`src/rtl/core/pfe_pkg.sv`:
```
package pfe_pkg;

    localparam int STACK_DEPTH_DEF = 128;
    localparam int DATA_W          = 32;
    localparam int CHAR_W          = 8;
    localparam int STATUS_W        = 3;

    localparam logic [STATUS_W-1:0] ST_OK       = 3'd0;
    localparam logic [STATUS_W-1:0] ST_MISSING  = 3'd1;
    localparam logic [STATUS_W-1:0] ST_BADCHAR  = 3'd2;
    localparam logic [STATUS_W-1:0] ST_LEFTOVER = 3'd3;
    localparam logic [STATUS_W-1:0] ST_OVERFLOW = 3'd4;
    localparam logic [STATUS_W-1:0] ST_DIVZERO  = 3'd5;

    localparam logic [CHAR_W-1:0] CH_NL   = 8'h0A;
    localparam logic [CHAR_W-1:0] CH_MUL  = 8'h2A;
    localparam logic [CHAR_W-1:0] CH_PLUS = 8'h2B;
    localparam logic [CHAR_W-1:0] CH_SUB  = 8'h2D;
    localparam logic [CHAR_W-1:0] CH_DIV  = 8'h2F;
    localparam logic [CHAR_W-1:0] CH_ZERO = 8'h30;
    localparam logic [CHAR_W-1:0] CH_ONE  = 8'h31;
    localparam logic [CHAR_W-1:0] CH_NINE = 8'h39;

    typedef enum logic [2:0] {
        S_IDLE,
        S_EVAL,
        S_RD,
        S_DIV,
        S_WB,
        S_END,
        S_RES
    } t_state;

endpackage

```
`src/rtl/core/pfe_div.sv`:
```
module pfe_div
    import pfe_pkg::*;
(
    input  logic              i_clk,
    input  logic              i_rst_n,
    input  logic              i_start,
    input  logic [DATA_W-1:0] i_num,
    input  logic [DATA_W-1:0] i_den,
    output logic              o_done,
    output logic [DATA_W-1:0] o_quot
);

    localparam int CNT_W = $clog2(DATA_W);

    logic             r_busy;
    logic             r_done;
    logic [CNT_W-1:0] r_cnt;
    logic             r_neg;
    logic [DATA_W-1:0] r_rem;
    logic [DATA_W-1:0] r_q;
    logic [DATA_W-1:0] r_dmag;

    logic [DATA_W:0]   w_trial;
    logic [DATA_W:0]   w_diff;
    logic [DATA_W-1:0] w_nmag;
    logic [DATA_W-1:0] w_dmag;

    assign w_nmag  = i_num[DATA_W-1] ? (DATA_W'(0) - i_num) : i_num;
    assign w_dmag  = i_den[DATA_W-1] ? (DATA_W'(0) - i_den) : i_den;
    assign w_trial = {r_rem, r_q[DATA_W-1]};
    assign w_diff  = w_trial - {1'b0, r_dmag};

    always_ff @(posedge i_clk) begin
        if (!i_rst_n) begin
            r_busy <= 1'b0;
            r_done <= 1'b0;
            r_cnt  <= '0;
        end else begin
            r_done <= 1'b0;
            if (i_start) begin
                r_busy <= 1'b1;
                r_cnt  <= CNT_W'(DATA_W - 1);
            end else if (r_busy) begin
                r_cnt <= r_cnt - CNT_W'(1);
                if (r_cnt == '0) begin
                    r_busy <= 1'b0;
                    r_done <= 1'b1;
                end
            end
        end
    end

    // one restoring step per cycle, quotient bits shift in behind the dividend
    always_ff @(posedge i_clk) begin
        if (i_start) begin
            r_neg  <= i_num[DATA_W-1] ^ i_den[DATA_W-1];
            r_rem  <= '0;
            r_q    <= w_nmag;
            r_dmag <= w_dmag;
        end else if (r_busy) begin
            if (!w_diff[DATA_W]) begin
                r_rem <= w_diff[DATA_W-1:0];
                r_q   <= {r_q[DATA_W-2:0], 1'b1};
            end else begin
                r_rem <= w_trial[DATA_W-1:0];
                r_q   <= {r_q[DATA_W-2:0], 1'b0};
            end
        end
    end

    assign o_done = r_done;
    assign o_quot = r_neg ? (DATA_W'(0) - r_q) : r_q;

endmodule

```
`config.mk`:
```
export PLATFORM = sky130hd
export DESIGN_NAME = pfe_div
export DESIGN_NICKNAME = d
export VERILOG_FILES = /design/src/rtl/core/pfe_pkg.sv /design/src/rtl/core/pfe_div.sv
export SDC_FILE = /design/constraint.sdc
export NUM_CORES = 1
export LEC_CHECK = 0
export BUFFER_PORTS_ARGS = -buffer_cell sky130_fd_sc_hd__clkbuf_2
export CAP_MARGIN = 20
export CORE_ASPECT_RATIO = 2
export CORE_MARGIN = 5
export CORE_UTILIZATION = 55
export CTS_BUF_LIST = sky130_fd_sc_hd__clkbuf_8
export CTS_CLUSTER_DIAMETER = 30
export DETAILED_ROUTE_END_ITERATION = 8
export PLACE_DENSITY = 0.79
export SLEW_MARGIN = 5
export SYNTH_ARGS = -nofsm -noshare
export SYNTH_HDL_FRONTEND = slang
export SYNTH_SLANG_ARGS = --single-unit
```
`constraint.sdc`:
```
create_clock -name i_clk -period 4 [get_ports i_clk]
set_input_delay 0.6 -clock i_clk [delete_from_list [all_inputs] [get_ports i_clk]]
set_output_delay 0.6 -clock i_clk [all_outputs]
set_load 0.02 [all_outputs]
```
# Word level (Yosys, flattened, before mapping)
# Index checks and enable logic that the tools add are counted.
# word_totals
reg_bits	104
input_bits	67
out_inout_bits	33
word_cells	32
# op_classes
addsub	5
muxes	13
bitwise	3
n_reduce_logical	3
# op_table
cell	n
two-way mux 32 bit	5
subtractor 1 x 32 -> 32 bit (first input constant)	3
subtractor 33 x 32 -> 33 bit	1
two-way mux 31 bit	1
two-way mux 5 bit	2
logical NOT 5 bit	1
two-way mux 1 bit	5
subtractor 5 x 1 -> 5 bit (second input constant)	1
OR reduction 3 bit	1
NOT 1 bit	2
nonzero test 2 bit	1
bitwise XOR 1 bit	1

# Longest topological paths before layout
# Gate-level depths: netlist of the first run.
# logic_depth
depth_word	4
ltp_mapped	14
mapped_depth_nobuf	13

# Worst setup path after synthesis of the first run
# No wires, ideal clock.
# synth_timing
path_type	register to output
start	register r_q[0]
end	output o_quot[28]
t_arrival_ns	3.163
required_ns	3.400
setup_slack_ns	0.237
stages_incl_launch_ff	12
n_path_buf	0
cell_sequence	edfxtp_1 > inv_1 > ha_1 > nand2b_1 > or3_1 > or3_4 > or4_4 > or3_4 > or3_4 > nand2b_4 > o31ai_4 > xnor2_1
# synth_via
elab_chain_len	2
# synth_rtl
element	line_no	rtl
start: declaration	pfe_div.sv:20	logic [DATA_W-1:0] r_q;
start signal: assignment	pfe_div.sv:58	r_q <= w_nmag;
start signal: assignment	pfe_div.sv:63	r_q <= {r_q[DATA_W-2:0], 1'b1};
start signal: assignment	pfe_div.sv:66	r_q <= {r_q[DATA_W-2:0], 1'b0};
subtractor 1 x 32 -> 32 bit	pfe_div.sv:72	assign o_quot = r_neg ? (DATA_W'(0) - r_q) : r_q;
two-way mux 32 bit	pfe_div.sv:72	
end: declaration	pfe_div.sv:10	output logic [DATA_W-1:0] o_quot
# No other way between the ends.

# Worst setup path after layout of the first run
# layout_timing
start	register r_q[1]
end	output o_quot[28]
# Same word-level chain as after synthesis.

==> results.cfg, run 1 <==
[finish]
antennaDiodeCount = 0
syn_to_final_growth_pct = 14.2
layout-drive-gt1-share = 0.173
final_nets = 1086

[timing]
slew_viol_final = 0
max_freq_ghz = 0.238
fin_ws_ns = -0.210
finalCritPeriodShare = 1.05
timing.slew.headroom = 0.322
finClkSkew_ns = 0.0164
hold_viol_final = 0
worstMarginPinSlew_ns = 1.01
finalSetupViolations = 8
fin_tns_setup_ns = -0.786
fin_crit_ns = 4.21
rsz0062_at_grt = true

[synth]
syn_area_um2 = 7670
synth_async_sr_flop_share = 0
syn_nets = 998
synthCells = 893
synth_area_leaders = edfxtp_1 (25%), dfxtp_1 (10%), xnor2_1 (9.0%)
avgSynthCellArea_um2 = 8.59
synth.distinct_cells = 62
synth_largest_area_cell = edfxtp_1
yosysWarningCount = 0
synth_top_cell_area_share = 0.255
yosysSeqAreaShare = 0.356
synth_most_common_cell = nand2_1
ys_seq_elements = 104
synthFlopType = edfxtp_1
synth_common_cells = nand2_1 (104), xnor2_1 (79), a21oi_1 (77)
synth_edf_count = 65

[worst_setup_path]
path_delay_family = simple AND/OR/NAND/NOR gates
reg2regPathDepth = 13
crit_fanout = 3
crit_required_ns = 3.40
worst-setup-path-type = reg2out
crit_chain = inv_1 > ha_1 > nand2b_1 > or3_1 > or3_4 > or4_4 > or3_4 > or3_4 > nand2b_4 > o31ai_4 > xnor2_1 > buf_4
max_stage_delay_ns = 0.44
slowest_stage = or4_4
arrival_ns = 3.61
r2r-start = r_q[31]
r2r-end = r_rem[1]
critPathLaunchType = flop
crit_top_cell = or3_4
end_kind = output pin
setup.worst_path.start = r_q[1]
path_buf_inv = 2
ff2ff_setup_slack_ns = 0.32

[routing]
vias = 6810
routed_wirelength_um = 18500
postRouteAntennaNets = 0
drc = 0
dr.first_iter.drc_count = 278
drtPass1Iterations = 5
viasPerCell = 5.80
routedWlPerCell_um = 15.7

[pwr]
power_density_nw_per_um2 = 353
power_frac_seq = 0.438
p_switching_mw = 1.10
p_int_mw = 1.99
comb_power_share = 0.345
ir_drop_mv = 0.221
switching_share = 0.356
power.share.clock = 0.216
p_leak_nw = 3.50

[worst_hold_path]
hold_class = in2reg
worstHoldStart = i_den[0]
whs_path_depth = 1
hold_end = r_dmag[0]

[run]
max_cap_viol_count = 0

[global_route]
antenna_found_initial = 0
busiest_layer = met2
grt.total_usage = 0.225
grt_pass1_wl_um = 30300
grt-ovfl-total = 0
grt_pass1_vias = 6772
grt_max_degree = 75
use_met1 = 0.231
use_met3 = 0.0264
met2_usage = 0.442

[cts]
cts-root-buf = clkbuf_8
path_clk_slew_ns = 0.10
cts_buffer_depth = 2
cts_tree = done
cts_sinks = 104
h-tree-depth = 3
cts_made_buffers = 9
clk_latency_ns = 0.38

[floorplan]
die_w_um = 93.5
io_pins = 100
die_area_um2 = 16500
dieHeight_um = 177
rows = 61
start_util = 0.555
core-area_um2 = 13800

[placed_design]
hpwl_um = 13700
place_ws_ns = 0.0256
portBuffers = 99
gp_congestion = 0.941

[outcome]
status = complete, but fails checks
violations = setup timing
[layout by cell type (no fill, tap or decap), types with 18 or more instances in the layout]
cell type,n
a21oi_1,76
ha_1,37
dfxtp_1,39
buf_4,26
clkbuf_2,90
nand2_1,103
a311oi_1,18
o21ai_0,66
o31ai_1,20
edfxtp_1,65
xnor2_1,78
xor2_1,43
inv_1,55
nor2_1,76
[power by group through the flow]
| stage | logic (mW) | registers (mW) | clock network [mW] |
|---|---|---|---|
| floorplan | 0.747 | 1.35 | 0 |
| global placement | 1.02 | 1.37 | 0 |
| detailed placement | 1.04 | 1.37 | 0 |
| CTS | 1.05 | 1.35 | 0.685 |
| global route | 1.18 | 1.37 | 0.727 |
| finish | 1.07 | 1.35 | 0.668 |
[sequential cells by signal (all words and copies together) (netlist names)]
register,count
r_neg,1
r_busy,1
o_done,1
r_dmag,32
r_rem,32
r_q,32
r_cnt,5
[routing by layer]
metal / wire length, um / up-vias
met4: 517 / 0
li1: - / 3395
met2: 10400 / 201
met3: 771 / 43
met1: 6800 / 3171
met5: 0 / -
[per-stage QoR]
stage	hold WS (ns)	total power [mW]	instance area [um2]	std cells	utilization
global route	0.422	3.28	8760	1175	0.634
floorplan	0.448	2.10	7670	893	-
CTS	0.409	3.09	8670	1173	0.627
global placement	0.472	2.38	8390	1155	0.608
detailed placement	0.485	2.40	8390	1155	0.608
finish	0.419	3.09	8760	1175	0.634
[how the worst max path moves through the flow]
stage | slack, ns | endpoint | cells after the start
2_1_floorplan | 0.24 | o_quot[28] | 11
3_3_place_gp | 0.09 | o_quot[28] | 12
3_5_place_dp | 0.03 | o_quot[28] | 12
4_1_cts | -0.26 | o_quot[28] | 12
5_1_grt | -0.34 | o_quot[28] | 12
6_report | -0.21 | o_quot[28] | 12
[cell type report]
cell class,instances,area [um2]
fill,1209,5060
multi-input combinational,692,4710
sequential,104,2730
timing repair buffer,118,673
tap,189,236
inverter,56,210
clock buffer,9,124
clock inverter,7,72.6
[repair_timing]
item | 4_1_cts | 5_1_grt
buffers inserted | 2 | 1
cloned | 0 | 1
hold buffers | 0 | 0
setup endpoints to repair | 9 | 13
endpoints found under the hold margin | 0 | 0
gates resized for setup | 15 | 20
pin swaps | 7 | 8
[cell families (layout without fill, tap and decap cells)]
group | after synthesis | in the layout | share of synthesized area
buffers and inverters | 98 | 190 | 0.0485
AOI/OAI and AO/OA | 251 | 251 | 0.210
muxes | 3 | 3 | 0.00392
adders and majority gates | 38 | 38 | 0.0630
DFF | 104 | 104 | 0.356
xor gates and xnor gates | 123 | 124 | 0.141
and+or+nand+nor | 276 | 276 | 0.176
(Power assumes the default switching activity.)
==> run 2: changes to the inputs <==
Settings changed: MAX_ROUTING_LAYER set to met4.
==> results.cfg, run 2 (synthesis results as in run 1) <==
[cts]
h-tree-depth = 3
cts_made_buffers = 9
path_clk_slew_ns = 0.10
cts_buffer_depth = 2
cts_sinks = 104
cts_hold_buf = 0
clk_latency_ns = 0.38
cts-root-buf = clkbuf_8
cts_tree = done

[pwr]
p_leak_nw = 3.50
power_density_nw_per_um2 = 352
ir_drop_mv = 0.221

[timing]
hold_viol_final = 0
finClkSkew_ns = 0.0185
slew_viol_final = 0
rsz0062_at_grt = true
fin_crit_ns = 4.19
finalSetupViolations = 6
worstMarginPinSlew_ns = 1.02
fin_ws_ns = -0.195
max_freq_ghz = 0.238
finalCritPeriodShare = 1.05
timing.slew.headroom = 0.318

[floorplan]
die_w_um = 93.5
die_area_um2 = 16500
dieHeight_um = 177
rows = 61
io_pins = 100
start_util = 0.555
core-area_um2 = 13800

[outcome]
status = complete, but fails checks
violations = setup timing

[routing]
routed_wirelength_um = 18400
viasPerCell = 5.80
drc = 0
vias = 6817
dr.first_iter.drc_count = 246
routedWlPerCell_um = 15.7
drtPass1Iterations = 5
postRouteAntennaNets = 0

[worst_setup_path]
worst-setup-path-type = reg2out
crit_top_cell = or3_4
slowest_stage = or4_4
crit_required_ns = 3.40
critPathLaunchType = flop
reg2regPathDepth = 13
arrival_ns = 3.59
crit_chain = inv_1 > ha_1 > nand2b_1 > or3_1 > or3_4 > or4_4 > or3_4 > or3_4 > nand2b_4 > o31ai_4 > xnor2_1 > buf_4
max_stage_delay_ns = 0.44
end_kind = output pin
crit_fanout = 3

[finish]
top_regs = r_dmag (32), r_q (32), r_rem (32)
utilization = 0.634
final_area_um2 = 8760
layout_commonest_cell = nand2_1
stdcell_count = 1175
antennaDiodeCount = 0
syn_to_final_growth_pct = 14.2
fillers = 1209
final_nets = 1086
final_cell_mix = nand2_1 (103), clkbuf_2 (90), xnor2_1 (78)
layout-drive-gt1-share = 0.173

[global_route]
antenna_found_initial = 0
grt_pass1_vias = 6773
grt.total_usage = 0.231
grt_max_degree = 75
grt_pass1_wl_um = 30300
grt-ovfl-total = 0

[placed_design]
dp_cells = 1155
gp_congestion = 0.958
hpwl_um = 13700
postPlaceCellArea_um2 = 8390
place_ws_ns = 0.0256
portBuffers = 99

[worst_hold_path]
whs_path_depth = 1
hold_class = in2reg

[run]
max_cap_viol_count = 0
run 2: cell counts in the layout (fill, tap and decap cells not counted):
Identical to the previous run, type by type.
run 2: cell type report:
cell class | count | area [um2] | area share
Tap cell | 189 | 236 | 0.0270
Multi-Input combinational cell | 692 | 4710 | 0.538
Timing Repair Buffer | 118 | 673 | 0.0769
Clock buffer | 9 | 124 | 0.0141
Clock inverter | 7 | 72.6 | 0.00829
Sequential cell | 104 | 2730 | 0.312
Inverter | 56 | 210 | 0.0240
run 2: critical path, delay by kind of cell, from the launching register on:
kind                     cells  cell delay (ns)
XOR/XNOR                     1             0.16
AND/OR/NAND/NOR              7             2.03
AO/OA/AOI/OAI                1             0.21
flip-flops                   1             0.40
adder cells (fa/ha/maj)      1             0.16
buffers and inverters        2             0.26
run 2: metrics by stage:
stage / hold slack (ns) / total power, mW / setup TNS [ns]
floorplan: 0.448 / 2.10 / 0
global placement: 0.472 / 2.38 / 0
detailed placement: 0.485 / 2.40 / 0
CTS: 0.409 / 3.09 / -1.25
global route: 0.422 / 3.28 / -2.03
finish: 0.426 / 3.08 / -0.715
run 2: path summary, 6_finish.rpt:
path | from | to | slack, ns
worst max-delay path | r_q[1] | o_quot[28] | -0.19
worst min-delay path | i_den[0] | r_dmag[0] | 0.43
worst max register to register | r_q[31] | r_rem[1] | 0.33
worst min register to register | r_rem[27] | r_rem[27] | 0.49
run 2: what timing repair did:
action | in CTS | in global routing
gates cloned | 0 | 1
setup buffers | 2 | 1
pin swaps | 7 | 8
resized for setup | 15 | 20
setup endpoints to repair | 9 | 13
run 2: routing by layer:
layer	global-route usage	vias up	share of wire
met4	0.0930	0	0.027
met1	0.231	3172	0.37
met5	-	-	0
met2	0.442	208	0.56
li1	-	3397	-
met3	0.0260	40	0.040
run 2: where the power goes:
group	switching [mW]	internal (mW)
combinational	0.634	0.433
clock	0.374	0.291
sequential	0.0888	1.26
